`src/rtl/prm_pkg.sv`:
```
`default_nettype none
// ----------------------------------------------------------------------------
// prm_pkg
// Shared constants, operation and status codes, and the command and status
// bundles between the range map controller and its datapath.
// ----------------------------------------------------------------------------
package prm_pkg;

    // List depths and page size
    localparam int MAX_BANKS      = 8;
    localparam int MAX_EXCLUSIONS = 16;
    localparam int MAX_SEGMENTS   = 16;
    localparam int PAGE_SHIFT     = 12;

    localparam logic [63:0] PAGE_MASK = 64'((65'd1 << PAGE_SHIFT) - 65'd1);

    // Index and count widths
    localparam int BANK_IW = ($clog2(MAX_BANKS) > 0) ? $clog2(MAX_BANKS) : 1;
    localparam int EXCL_IW = ($clog2(MAX_EXCLUSIONS) > 0) ? $clog2(MAX_EXCLUSIONS) : 1;
    localparam int SEG_IW  = ($clog2(MAX_SEGMENTS) > 0) ? $clog2(MAX_SEGMENTS) : 1;
    localparam int BANK_CW = $clog2(MAX_BANKS + 1);
    localparam int EXCL_CW = $clog2(MAX_EXCLUSIONS + 1);
    localparam int SEG_CW  = $clog2(MAX_SEGMENTS + 1);
    localparam int LCW_A   = (BANK_CW > EXCL_CW) ? BANK_CW : EXCL_CW;
    localparam int LCW     = (LCW_A > SEG_CW) ? LCW_A : SEG_CW;

    // Operation codes
    localparam logic [2:0] OP_ADD_BANK = 3'd0;
    localparam logic [2:0] OP_ADD_EXCL = 3'd1;
    localparam logic [2:0] OP_QUERY    = 3'd2;
    localparam logic [2:0] OP_BUILD    = 3'd3;
    localparam logic [2:0] OP_LOOKUP   = 3'd4;
    localparam logic [2:0] OP_SPAN     = 3'd5;

    // Result status codes
    localparam logic [1:0] ST_OK       = 2'd0;
    localparam logic [1:0] ST_FULL     = 2'd1;
    localparam logic [1:0] ST_NO_BANKS = 2'd2;
    localparam logic [1:0] ST_TOO_MANY = 2'd3;

    // Result kinds
    localparam logic [1:0] EK_ONE      = 2'd0;
    localparam logic [1:0] EK_SEG_MID  = 2'd1;
    localparam logic [1:0] EK_SEG_TAIL = 2'd2;
    localparam logic [1:0] EK_TOTAL    = 2'd3;

    // Read index sources
    localparam logic [2:0] RS_I    = 3'd0;
    localparam logic [2:0] RS_J    = 3'd1;
    localparam logic [2:0] RS_JM1  = 3'd2;
    localparam logic [2:0] RS_B    = 3'd3;
    localparam logic [2:0] RS_X    = 3'd4;
    localparam logic [2:0] RS_LAST = 3'd5;

    typedef struct packed {
        logic       load;
        logic       round;
        logic       inc_i;
        logic       merge;
        logic       absorb_step;
        logic       absorb_end;
        logic       shdn_step;
        logic       shdn_end;
        logic       shup_init;
        logic       shup_step;
        logic       shup_end;
        logic       seg_clear;
        logic       bank_load;
        logic       inc_x;
        logic       set_s_xe;
        logic       set_e_xs;
        logic       inc_b;
        logic       set_lookup;
        logic       set_span;
        logic       emit;
        logic [2:0] rd_src;
        logic [1:0] emit_kind;
        logic [1:0] status;
        logic       hit;
    } cmd_t;

    typedef struct packed {
        logic round_ok;
        logic i_done;
        logic merge;
        logic st_below;
        logic list_full;
        logic j_done;
        logic absorb_stop;
        logic n_zero;
        logic shup_done;
        logic q_hit;
        logic l_done;
        logic l_hit;
        logic bank_empty;
        logic bank_done;
        logic x_done;
        logic xe_le_s;
        logic xs_ge_e;
        logic xs_le_s;
        logic xe_ge_e;
        logic seg_full;
        logic tail_empty;
        logic out_free;
    } sts_t;

endpackage
`default_nettype wire

```
`src/rtl/prm_ctrl.sv`:
```
`default_nettype none
// ----------------------------------------------------------------------------
// prm_ctrl
// Sequencer for the range map: takes one operation at a time, steps the
// datapath through list walks, shifts and the build, and issues results.
// ----------------------------------------------------------------------------
module prm_ctrl
    import prm_pkg::*;
(
    input  wire logic       aclk,
    input  wire logic       aresetn,
    input  wire logic       s_valid,
    input  wire logic [2:0] s_op,
    output logic            s_ready,
    output cmd_t            cmd,
    input  wire sts_t       sts
);

    localparam logic [3:0] S_IDLE   = 4'd0;
    localparam logic [3:0] S_PREP   = 4'd1;
    localparam logic [3:0] S_ISCAN  = 4'd2;
    localparam logic [3:0] S_ABSORB = 4'd3;
    localparam logic [3:0] S_SHDN   = 4'd4;
    localparam logic [3:0] S_ICHK   = 4'd5;
    localparam logic [3:0] S_SHUP   = 4'd6;
    localparam logic [3:0] S_QSCAN  = 4'd7;
    localparam logic [3:0] S_LSCAN  = 4'd8;
    localparam logic [3:0] S_SPAN   = 4'd9;
    localparam logic [3:0] S_EMIT   = 4'd10;
    localparam logic [3:0] S_BINIT  = 4'd11;
    localparam logic [3:0] S_BBANK  = 4'd12;
    localparam logic [3:0] S_BEXCL  = 4'd13;
    localparam logic [3:0] S_BTAIL  = 4'd14;
    localparam logic [3:0] S_TOTAL  = 4'd15;

    logic [3:0] state_reg, state_next;
    logic [1:0] res_status_reg, res_status_next;
    logic       res_hit_reg, res_hit_next;

    // Hold state and pending result flags
    always_ff @(posedge aclk) begin
        if (!aresetn) begin
            state_reg      <= S_IDLE;
            res_status_reg <= ST_OK;
            res_hit_reg    <= 1'b0;
        end else begin
            state_reg      <= state_next;
            res_status_reg <= res_status_next;
            res_hit_reg    <= res_hit_next;
        end
    end

    // Decide next state and commands
    always_comb begin
        cmd             = '0;
        cmd.rd_src      = RS_I;
        cmd.status      = res_status_reg;
        cmd.hit         = res_hit_reg;
        s_ready         = 1'b0;
        state_next      = state_reg;
        res_status_next = res_status_reg;
        res_hit_next    = res_hit_reg;
        case (state_reg)
            S_IDLE: begin
                s_ready = 1'b1;
                if (s_valid) begin
                    cmd.load        = 1'b1;
                    res_status_next = ST_OK;
                    res_hit_next    = 1'b0;
                    case (s_op)
                        OP_ADD_BANK: state_next = S_PREP;
                        OP_ADD_EXCL: state_next = S_PREP;
                        OP_QUERY:    state_next = S_QSCAN;
                        OP_BUILD:    state_next = S_BINIT;
                        OP_LOOKUP:   state_next = S_LSCAN;
                        OP_SPAN:     state_next = S_SPAN;
                        default:     state_next = S_IDLE;
                    endcase
                end
            end
            S_PREP: begin
                if (sts.round_ok) begin
                    cmd.round  = 1'b1;
                    state_next = S_ISCAN;
                end else begin
                    state_next = S_EMIT;
                end
            end
            S_ISCAN: begin
                if (sts.i_done) begin
                    state_next = S_ICHK;
                end else if (sts.merge) begin
                    cmd.merge  = 1'b1;
                    state_next = S_ABSORB;
                end else if (sts.st_below) begin
                    state_next = S_ICHK;
                end else begin
                    cmd.inc_i = 1'b1;
                end
            end
            S_ABSORB: begin
                cmd.rd_src = RS_J;
                if (sts.j_done || sts.absorb_stop) begin
                    cmd.absorb_end = 1'b1;
                    state_next     = sts.n_zero ? S_EMIT : S_SHDN;
                end else begin
                    cmd.absorb_step = 1'b1;
                end
            end
            S_SHDN: begin
                cmd.rd_src = RS_J;
                if (sts.j_done) begin
                    cmd.shdn_end = 1'b1;
                    state_next   = S_EMIT;
                end else begin
                    cmd.shdn_step = 1'b1;
                end
            end
            S_ICHK: begin
                if (sts.list_full) begin
                    res_status_next = ST_FULL;
                    state_next      = S_EMIT;
                end else begin
                    cmd.shup_init = 1'b1;
                    state_next    = S_SHUP;
                end
            end
            S_SHUP: begin
                cmd.rd_src = RS_JM1;
                if (sts.shup_done) begin
                    cmd.shup_end = 1'b1;
                    state_next   = S_EMIT;
                end else begin
                    cmd.shup_step = 1'b1;
                end
            end
            S_QSCAN: begin
                if (sts.i_done) begin
                    state_next = S_EMIT;
                end else if (sts.q_hit) begin
                    res_hit_next = 1'b1;
                    state_next   = S_EMIT;
                end else begin
                    cmd.inc_i = 1'b1;
                end
            end
            S_LSCAN: begin
                if (sts.l_done) begin
                    state_next = S_EMIT;
                end else if (sts.l_hit) begin
                    cmd.set_lookup = 1'b1;
                    res_hit_next   = 1'b1;
                    state_next     = S_EMIT;
                end else begin
                    cmd.inc_i = 1'b1;
                end
            end
            S_SPAN: begin
                cmd.rd_src = RS_LAST;
                if (sts.bank_empty) begin
                    res_status_next = ST_NO_BANKS;
                end else begin
                    cmd.set_span = 1'b1;
                end
                state_next = S_EMIT;
            end
            S_EMIT: begin
                if (sts.out_free) begin
                    cmd.emit      = 1'b1;
                    cmd.emit_kind = EK_ONE;
                    state_next    = S_IDLE;
                end
            end
            S_BINIT: begin
                cmd.seg_clear = 1'b1;
                state_next    = S_BBANK;
            end
            S_BBANK: begin
                cmd.rd_src = RS_B;
                if (sts.bank_done) begin
                    state_next = S_TOTAL;
                end else begin
                    cmd.bank_load = 1'b1;
                    state_next    = S_BEXCL;
                end
            end
            S_BEXCL: begin
                cmd.rd_src = RS_X;
                if (sts.x_done) begin
                    state_next = S_BTAIL;
                end else if (sts.xe_le_s) begin
                    cmd.inc_x = 1'b1;
                end else if (sts.xs_ge_e) begin
                    state_next = S_BTAIL;
                end else if (sts.xs_le_s) begin
                    // Exclusion covers the bank start: move the start past it
                    cmd.set_s_xe = 1'b1;
                    if (sts.xe_ge_e) begin
                        state_next = S_BTAIL;
                    end else begin
                        cmd.inc_x = 1'b1;
                    end
                end else if (sts.xe_ge_e) begin
                    cmd.set_e_xs = 1'b1;
                    state_next   = S_BTAIL;
                end else if (sts.seg_full) begin
                    res_status_next = ST_TOO_MANY;
                    state_next      = S_TOTAL;
                end else if (sts.out_free) begin
                    // Exclusion splits the bank: issue the lower piece
                    cmd.emit      = 1'b1;
                    cmd.emit_kind = EK_SEG_MID;
                end
            end
            S_BTAIL: begin
                if (sts.tail_empty) begin
                    cmd.inc_b  = 1'b1;
                    state_next = S_BBANK;
                end else if (sts.seg_full) begin
                    res_status_next = ST_TOO_MANY;
                    state_next      = S_TOTAL;
                end else if (sts.out_free) begin
                    cmd.emit      = 1'b1;
                    cmd.emit_kind = EK_SEG_TAIL;
                    state_next    = S_BBANK;
                end
            end
            S_TOTAL: begin
                if (sts.out_free) begin
                    cmd.emit      = 1'b1;
                    cmd.emit_kind = EK_TOTAL;
                    state_next    = S_IDLE;
                end
            end
            default: begin
                state_next = S_IDLE;
            end
        endcase
    end

endmodule
`default_nettype wire

```
`config.mk`:
```
export PLATFORM = sky130hd
export DESIGN_NAME = prm_ctrl
export DESIGN_NICKNAME = d
export VERILOG_FILES = /design/src/rtl/prm_pkg.sv /design/src/rtl/prm_ctrl.sv
export SDC_FILE = /design/constraint.sdc
export NUM_CORES = 1
export LEC_CHECK = 0
export ABC_AREA = 1
export ABC_CLOCK_PERIOD_IN_PS = 3300
export BUFFER_PORTS_ARGS = -buffer_cell sky130_fd_sc_hd__clkbuf_2
export CAP_MARGIN = 40
export CORE_MARGIN = 5
export CORE_UTILIZATION = 35
export DETAILED_ROUTE_END_ITERATION = 8
export HOLD_SLACK_MARGIN = 0.15
export PLACE_DENSITY_LB_ADDON = 0.1
export SLEW_MARGIN = 0
export SYNTH_ARGS = -nofsm -noshare
export SYNTH_HDL_FRONTEND = slang
export SYNTH_SLANG_ARGS = --single-unit
```
`constraint.sdc`:
```
create_clock -name aclk -period 3.3 [get_ports aclk]
set_clock_uncertainty 0.2 [all_clocks]
set_input_delay 0.165 -clock aclk [delete_from_list [all_inputs] [get_ports aclk]]
set_output_delay 0.165 -clock aclk [all_outputs]
set_load 0.03 [all_outputs]
```
==> results of run 1 <==
==> where the power goes <==
group	switching, mW	internal [mW]	leakage (nW)	total, mW
combinational	0.526	0.232	0.980	0.758
clock	0.0310	0.0461	0.0150	0.0771
sequential	0.0321	0.122	0.0580	0.154
==> cell families (layout without fill, tap and decap cells) <==
kind of cell    count (synthesis)  after routing  share of synthesized area (%)
simple gates                  187            187                          67.37
flops                           7              7                          12.39
buf+inv                        45            108                          15.27
compound gates                 11             11                          4.978
==> worst min-delay path: cells and delay by family <==
family / cells / cell delay, ps
AND/OR/NAND/NOR: 3 / 230
buffers and inverters: 2 / 150
AO/OA/AOI/OAI: 1 / 70
==> cell type report <==
class                   count  area (µm²)  area share, %
multi-input cells         198       818.3          53.65
repair buffers             60       320.3          21.00
inverters                  44       165.2          10.83
flip-flops and latches      7       140.1          9.188
well taps                  44       55.05          3.610
clock buffers               4       26.28          1.723
==> layer usage <==
metal  GRT usage (%)  wire (µm)  part of all wire (%)  vias to the layer above
li1                -          -                     -                      889
met1           22.91       1754                    46                      692
met2           31.31       1745                    46                       58
met3           2.867        251                   6.6                        4
met4           3.553         38                   1.0                        0
met5               0          0                     0                        -
==> placed cells by master (no fill, tap or decap), drive strengths merged <==
| cell | n |
|---|---|
| nand2 | 86 |
| nor2 | 66 |
| clkbuf | 60 |
| inv | 44 |
| nand3 | 29 |
| dfxtp | 7 |
| a21oi | 6 |
| o21ai | 4 |
| dlygate4sd3 | 4 |
| nor3 | 3 |
| nand4 | 2 |
| nor4 | 1 |
| o22ai | 1 |
==> per-stage QoR <==
step | cell area, µm² | std cells
after floorplan | 1131 | 250
after global routing | 1525 | 357
after CTS | 1525 | 357
after global placement | 1459 | 349
final | 1525 | 357
after detailed placement | 1459 | 349
==> final timing paths <==
| path | to |
|---|---|
| max | res_hit_reg$_SDFFE_PN0P_ |
| min | state_reg[2]$_SDFFE_PN0P_ |
| max reg2reg | res_hit_reg$_SDFFE_PN0P_ |
| min reg2reg | res_status_reg[0]$_SDFFE_PN0P_ |
==> repair_timing <==
| action | CTS | global route |
|---|---|---|
| setup endpoints to repair | 0 | 0 |
| hold buffers | 4 | 0 |
| hold endpoints to repair | 7 | 0 |
==> results.yml, run 1 <==
clock_network:
  tritoncts: "built"
  clockBufferDepth: 2
  ctsHtreeMaxLevel: 1
  ctsResizeCount: 0
  cts_buffers: 3
  postCtsSetupBuffers: 0
  clk_pin_slew_ps: 50
  clk_latency_ps: 250
  clkSinkCount: 7
  root_buffer: "clkbuf_4"
timing:
  slew_viol_final: 0
  period_share_pct: 83.27
  setup_tns_ps: 0
  slew_headroom_pct: 65.24
  rsz0062_at_grt: "false"
  holdWs_ps: 199.3
  setup_ws_ps: 552.0
  finalHoldViolCount: 0
  period_minus_slack_ps: 2748
  setup_viol: 0
  tightest_slew_ps: 519.4
  max_clock_freq_mhz: 363.9
floorplan:
  die_width_um: 66.85
  design.core.area_mm2: 0.003078
  io_pins: 57
  die-area_mm2: 0.004468
  die_y_um: 66.85
  row_count: 20
  start_util_pct: 36.75
worst_setup_path:
  worstReg2RegStart: "state_reg[0]$_SDFFE_PN0P_"
  arrival_ps: 2690
  cpPeakStageDelay_ps: 560
  startpoint_type: "flop"
  worstPathRequired_ps: 3240
  reg2reg_depth: 8
  rrSetupSlack_ps: 550
  endpoint_kind: "flop"
  cp_cell_sequence: "nor2_1, nand3_1, nand2_1, a21oi_1, dlygate4sd3_1, nand2_1, a21oi_1, dlygate4sd3_1"
  crit_family: "buffers and inverters"
  crit_type: "flop to flop"
  crit_cells: 8
  critical_path_buf_inv_count: 2
  cp_max_fo: 8
  crit_path_start: "state_reg[0]$_SDFFE_PN0P_"
  cp_slowest_cell: "dlygate4sd3_1"
placed_design:
  dp_hpwl_mm: 3.311
  routabilityCongestion: 0.8648
  dp_slack_ps: 1289
  port-buffer-count: 56
route:
  drt-initial-drc-count: 89
  viasPerCell: 4.602
  postRouteAntennaNets: 0
  drc_errors: 0
  routed_wirelength_mm: 3.790
  num_vias: 1643
  drtPass1Iterations: 6
  post_drt_wl_per_cell_um: 10.62
synthesis:
  ys_types: 14
  synth_seq_cells: 7
  yosysMostFrequentCell: "nand2_1"
  synth_common_cells: "nand2_1 (86), nor2_1 (63), inv_1 (44)"
  postSynthAreaPerCell_um2: 4.524
  yosys-top-cells-area: "nand2_1 (29%), nor2_1 (21%), inv_1 (15%)"
  synth_cells: 250
  ys.warnings.count: 0
  synth_top_area_share_pct: 28.54
  ys_seq_area_share_pct: 12.39
  synth-main-ff-cell: "dfxtp_1"
  yosys.area.top_type: "nand2_1"
  async_reset_ff_share_pct: 0
  synth-edff-count: 0
  syn_area_mm2: 0.001131
  syn_nets: 278
power:
  powerDensity_mw_per_mm2: 648.2
  power.leakage_nw: 1.053
  total_power_mw: 0.9886
  peakVddDrop_uv: 332.9
global_routing:
  grt_pass1_vias: 1563
  antenna_found_initial: 0
  grt.overflow.total: 0
  grt_pass1_wl_mm: 6.348
  grt_use_total_pct: 17.88
  grt_max_degree: 9
worst_hold_path:
  hp-class: "input pin to flop"
  min_from: "s_op[0]"
  hold_depth: 6
cells_and_area:
  largest_reg_flops: 4
  postLayoutCoreUtil_pct: 49.55
  diodes: 0
  drive_gt1_share_pct: 19.81
  nNetsFinal: 342
  area_delta_synth_final_pct: 34.84
  fill_cells: 380
run_status:
  status: "complete, no violations"
job:
  max_cap_viol_count: 0
Note: power is estimated with default switching activity, not from simulation.
==> run 2: changes to the inputs <==
--- a/config.mk
+++ b/config.mk
@@ -6,7 +6,7 @@
 export NUM_CORES = 1
 export LEC_CHECK = 0
 export ABC_AREA = 1
-export ABC_CLOCK_PERIOD_IN_PS = 3300
+export ABC_CLOCK_PERIOD_IN_PS = 2300
 export BUFFER_PORTS_ARGS = -buffer_cell sky130_fd_sc_hd__clkbuf_2
 export CAP_MARGIN = 40
 export CORE_MARGIN = 5
==> constraint.sdc (replaced) <==
create_clock -name aclk -period 2.3 [get_ports aclk]
set_clock_uncertainty 0.2 [all_clocks]
set_input_delay 0.115 -clock aclk [delete_from_list [all_inputs] [get_ports aclk]]
set_output_delay 0.115 -clock aclk [all_outputs]
set_load 0.03 [all_outputs]
==> run 2 against run 1 <==
Compared with the run above:
- combinational power increased by 46%
- critical endpoint unchanged
- largest cell class unchanged
- non-clock buffer count increased by 4
- register-to-register slack got worse by 410 ps
- critical path type unchanged
- first-iteration DRC count decreased by 30%
- cell area increased by 2.5%
- die area unchanged
- sequential share of layout area decreased by 0.22 points
==> results.yml, run 2 (synthesized netlist as in run 1, its figures left out) <==
clock_network:
  root_buffer: "clkbuf_4"
  clkSinkCount: 7
  postCtsSetupBuffers: 0
  clockBufferDepth: 2
  clk_latency_ps: 250
  cts_buffers: 3
  tritoncts: "built"
  clk_pin_slew_ps: 50
  ctsHtreeMaxLevel: 1
power:
  total_power_mw: 1.437
  power.leakage_nw: 1.066
  peakVddDrop_uv: 432.6
  powerDensity_mw_per_mm2: 919.8
cells_and_area:
  fill_cells: 386
  seq_area_um2: 140.1
  multi_input_area_um2: 818.3
  nNetsFinal: 346
  area_delta_synth_final_pct: 38.16
  diodes: 0
  layout_common_cells: "nand2_1 (86), nor2_1 (63), clkbuf_2 (56)"
  largest_reg_flops: 4
  drive_gt1_share_pct: 20.19
  stdcell_count: 361
  layout_commonest_cell: "nand2_1"
worst_setup_path:
  startpoint_type: "flop"
  cp_max_fo: 7
  worstPathRequired_ps: 2230
  endpoint_kind: "flop"
  arrival_ps: 2090
  crit_type: "flop to flop"
route:
  routed_wirelength_mm: 3.957
  num_vias: 1678
  viasPerCell: 4.648
  drtPass1Iterations: 6
  drt-initial-drc-count: 62
  drc_errors: 0
  post_drt_wl_per_cell_um: 10.96
  postRouteAntennaNets: 0
global_routing:
  gr-usage-met2_pct: 33.17
  grt_use_total_pct: 18.04
  antenna_found_initial: 0
  grt_pass1_vias: 1484
  grt.overflow.total: 0
  grt_pass1_wl_mm: 6.320
  met1_usage_pct: 22.86
  top_usage_layer: "met2"
  grt_max_degree: 9
  grtUsageMet3_pct: 2.530
placed_design:
  routabilityCongestion: 0.9045
  port-buffer-count: 56
  placedCellCount: 350
  dp_slack_ps: 411.4
  dp_hpwl_mm: 3.429
timing:
  period_share_pct: 93.79
  rsz0062_at_grt: "false"
  period_minus_slack_ps: 2157
  setup_viol: 0
  slew_headroom_pct: 77.86
  max_clock_freq_mhz: 463.6
  slew_viol_final: 0
  setup_ws_ps: 142.9
  setup_tns_ps: 0
  finalHoldViolCount: 0
  tightest_slew_ps: 331.8
worst_hold_path:
  hp-class: "input pin to flop"
floorplan:
  design.core.area_mm2: 0.003078
  start_util_pct: 36.75
  die-area_mm2: 0.004468
  die_width_um: 66.85
  row_count: 20
  io_pins: 57
  die_y_um: 66.85
run_status:
  status: "complete, no violations"
job:
  max_cap_viol_count: 0
[run 2: changes by cell type in the layout (fill, tap and decap cells not counted)]
cell | before | now
dlygate4sd3_1 | 4 | 7
buf_4 | 0 | 1
inv_1 | 44 | 43
inv_2 | 0 | 1
[run 2: what timing repair did]
action	4_1_cts	5_1_grt
gates resized for setup	0	1
endpoints found under the setup margin	0	2
hold endpoints to repair	7	0
hold buffers	7	0
[run 2: layout make-up]
cell class / instances / area share (%)
inverter: 44 / 10.57
timing repair buffer: 64 / 22.90
clock buffer: 4 / 1.681
multi-input combinational: 198 / 52.36
tap: 44 / 3.523
sequential: 7 / 8.967
[run 2: worst paths after layout]
check | slack (ps) | start | end | depth (start not counted)
worst max-delay path | 140 | state_reg[3]$_SDFFE_PN0P_ | res_hit_reg$_SDFFE_PN0P_ | 7
worst min-delay path | 160 | sts[10] | res_hit_reg$_SDFFE_PN0P_ | 5
worst max register to register | 140 | state_reg[3]$_SDFFE_PN0P_ | res_hit_reg$_SDFFE_PN0P_ | 7
worst min register to register | 250 | res_hit_reg$_SDFFE_PN0P_ | res_hit_reg$_SDFFE_PN0P_ | 2
[run 2: worst max-delay path: stages, from the launching register on]
cell	delay, ps
dfxtp_1	370
nor2_2	320
nand3_1	260
nand2_1	130
a21oi_1	50
dlygate4sd3_1	570
nand2_1	80
a21oi_1	60
[run 2: per-layer routing]
layer,up-vias,wire [µm]
li1,893,-
met1,734,1784
met2,51,1949
met3,0,223
met4,0,0
met5,-,0
[run 2: power by group]
part           total (mW)  internal [mW]  switching [mW]
sequential          0.221          0.175          0.0467
combinational        1.11          0.339           0.767
clock               0.110         0.0661          0.0437
[run 2: per-stage QoR]
stage | instance area (µm²) | util, % | hold WS (ps)
2_1_floorplan | 1131 | - | 35.39
3_3_place_gp | 1466 | 47.64 | 221.5
3_5_place_dp | 1466 | 47.64 | 227.8
4_1_cts | 1563 | 50.77 | 151.7
5_1_grt | 1563 | 50.77 | 201.4
6_report | 1563 | 50.77 | 157.1
==> run 3: changes to the inputs <==
--- a/config.mk
+++ b/config.mk
@@ -9,7 +9,6 @@
 export ABC_CLOCK_PERIOD_IN_PS = 2300
 export BUFFER_PORTS_ARGS = -buffer_cell sky130_fd_sc_hd__clkbuf_2
 export CAP_MARGIN = 40
-export CORE_MARGIN = 5
 export CORE_UTILIZATION = 35
 export DETAILED_ROUTE_END_ITERATION = 8
 export HOLD_SLACK_MARGIN = 0.15
==> run 3 against run 2 <==
Compared with the run above:
- largest cell class unchanged
- power increased by 0.22%
- die area is 23% lower
- worst hold slack got worse by 1.7 ps
- via count up 1.4%
==> results.yml, run 3 (synthesized netlist as in run 1, its figures left out) <==
timing:
  slew_viol_final: 0
  period_minus_slack_ps: 2150
  max_clock_freq_mhz: 465.2
  period_share_pct: 93.46
  setup_viol: 0
  setup_tns_ps: 0
  rsz0062_at_grt: "false"
  slew_headroom_pct: 77.61
  tightest_slew_ps: 334.6
  finalHoldViolCount: 0
clock_network:
  clk_pin_slew_ps: 60
  postCtsSetupBuffers: 0
  tritoncts: "built"
  ctsHtreeMaxLevel: 1
  clkSinkCount: 7
  cts_buffers: 3
  root_buffer: "clkbuf_4"
  clk_latency_ps: 260
  clockBufferDepth: 2
global_routing:
  grt_pass1_wl_mm: 6.168
  grt_use_total_pct: 22.89
  grt_pass1_vias: 1543
  grt.overflow.total: 0
  grt_max_degree: 9
  antenna_found_initial: 0
placed_design:
  port-buffer-count: 56
  routabilityCongestion: 0.9157
  dp_hpwl_mm: 3.105
worst_setup_path:
  cp_slowest_cell: "dlygate4sd3_1"
  cpPeakStageDelay_ps: 570
  crit_type: "flop to flop"
  startpoint_type: "flop"
  cp_cell_sequence: "inv_1, nor2_1, nand2_1, o22ai_1, dlygate4sd3_1, a21oi_1, nand2_1, a21oi_1"
  worstPathRequired_ps: 2250
  endpoint_kind: "flop"
  cp_max_fo: 6
  critical_path_buf_inv_count: 2
  crit_family: "buffers and inverters"
  arrival_ps: 2100
power:
  power.leakage_nw: 1.084
  powerDensity_mw_per_mm2: 900.8
  peakVddDrop_uv: 476.6
floorplan:
  design.core.area_mm2: 0.003053
  io_pins: 57
  start_util_pct: 37.05
  row_count: 20
  die-area_mm2: 0.003463
  die_y_um: 58.85
  die_width_um: 58.85
cells_and_area:
  layout_common_cells: "nand2_1 (86), nor2_1 (63), clkbuf_2 (56)"
  nNetsFinal: 349
  area_delta_synth_final_pct: 41.37
  drive_gt1_share_pct: 20.63
  postLayoutCoreUtil_pct: 52.38
  largest_reg_flops: 4
  layout_commonest_cell: "nand2_1"
  diodes: 0
route:
  post_drt_wl_per_cell_um: 10.17
  drt-initial-drc-count: 65
  viasPerCell: 4.676
  routed_wirelength_mm: 3.703
  drtPass1Iterations: 5
  postRouteAntennaNets: 0
  drc_errors: 0
  num_vias: 1702
job:
  max_cap_viol_count: 0
run_status:
  status: "complete, no violations"
worst_hold_path:
  hp-class: "input pin to flop"
==> run 3: area by class of cell <==
class                           instances  area [µm²]
Sequential cell                         7       140.1
Inverter                               44       165.2
Clock buffer                            3       22.52
Clock inverter                          1       5.005
Tap cell                               44       55.05
Fill cell                             391        1454
Multi-Input combinational cell        198       823.3
Timing Repair Buffer                   67       387.9
==> run 3: layer usage <==
metal	vias up	wire length, µm	GRT usage [%]
li1	902	-	-
met1	742	1687	28.59
met2	54	1767	41.88
met3	4	219	4.176
met4	0	27	2.381
met5	-	0	0
==> run 3: what timing repair did <==
item | CTS | global route
hold buffers | 10 | 0
resized for setup | 0 | 2
endpoints found under the setup margin | 0 | 2
hold endpoints to repair | 7 | 0
==> run 3: per-stage QoR <==
step	instance area [µm²]	power [mW]	std cells	setup slack [ps]	hold WS (ps)
2_1_floorplan	1131	1.008	250	296.0	35.39
3_5_place_dp	1466	1.290	350	339.5	220.2
6_report	1599	1.440	364	150.5	155.4
4_1_cts	1594	1.435	364	52.08	161.4
3_3_place_gp	1466	1.300	350	403.0	225.5
5_1_grt	1599	1.600	364	16.15	228.4
==> run 3: worst paths after layout <==
check | startpoint | end | slack [ps] | cells past startpoint
max | state_reg[3]$_SDFFE_PN0P_ | res_hit_reg$_SDFFE_PN0P_ | 150 | 8
min | sts[6] | res_status_reg[1]$_SDFFE_PN0P_ | 160 | 6
max reg2reg | state_reg[3]$_SDFFE_PN0P_ | res_hit_reg$_SDFFE_PN0P_ | 150 | 8
min reg2reg | res_hit_reg$_SDFFE_PN0P_ | res_hit_reg$_SDFFE_PN0P_ | 250 | 2
==> run 3: power by group <==
group	leakage (nW)	internal, mW	switching [mW]
clock network	0.0177	0.0636	0.0480
logic	1.01	0.345	0.761
registers	0.0580	0.175	0.0479
total	1.08	0.584	0.857
==> run 3: worst reg2reg max path, cell delays in order, from the launching register on <==
cell and delay, ps:
dfxtp_1 430, inv_1 120, nor2_1 260, nand2_1 140
o22ai_1 150, dlygate4sd3_1 570, a21oi_1 40, nand2_1 70
a21oi_1 50
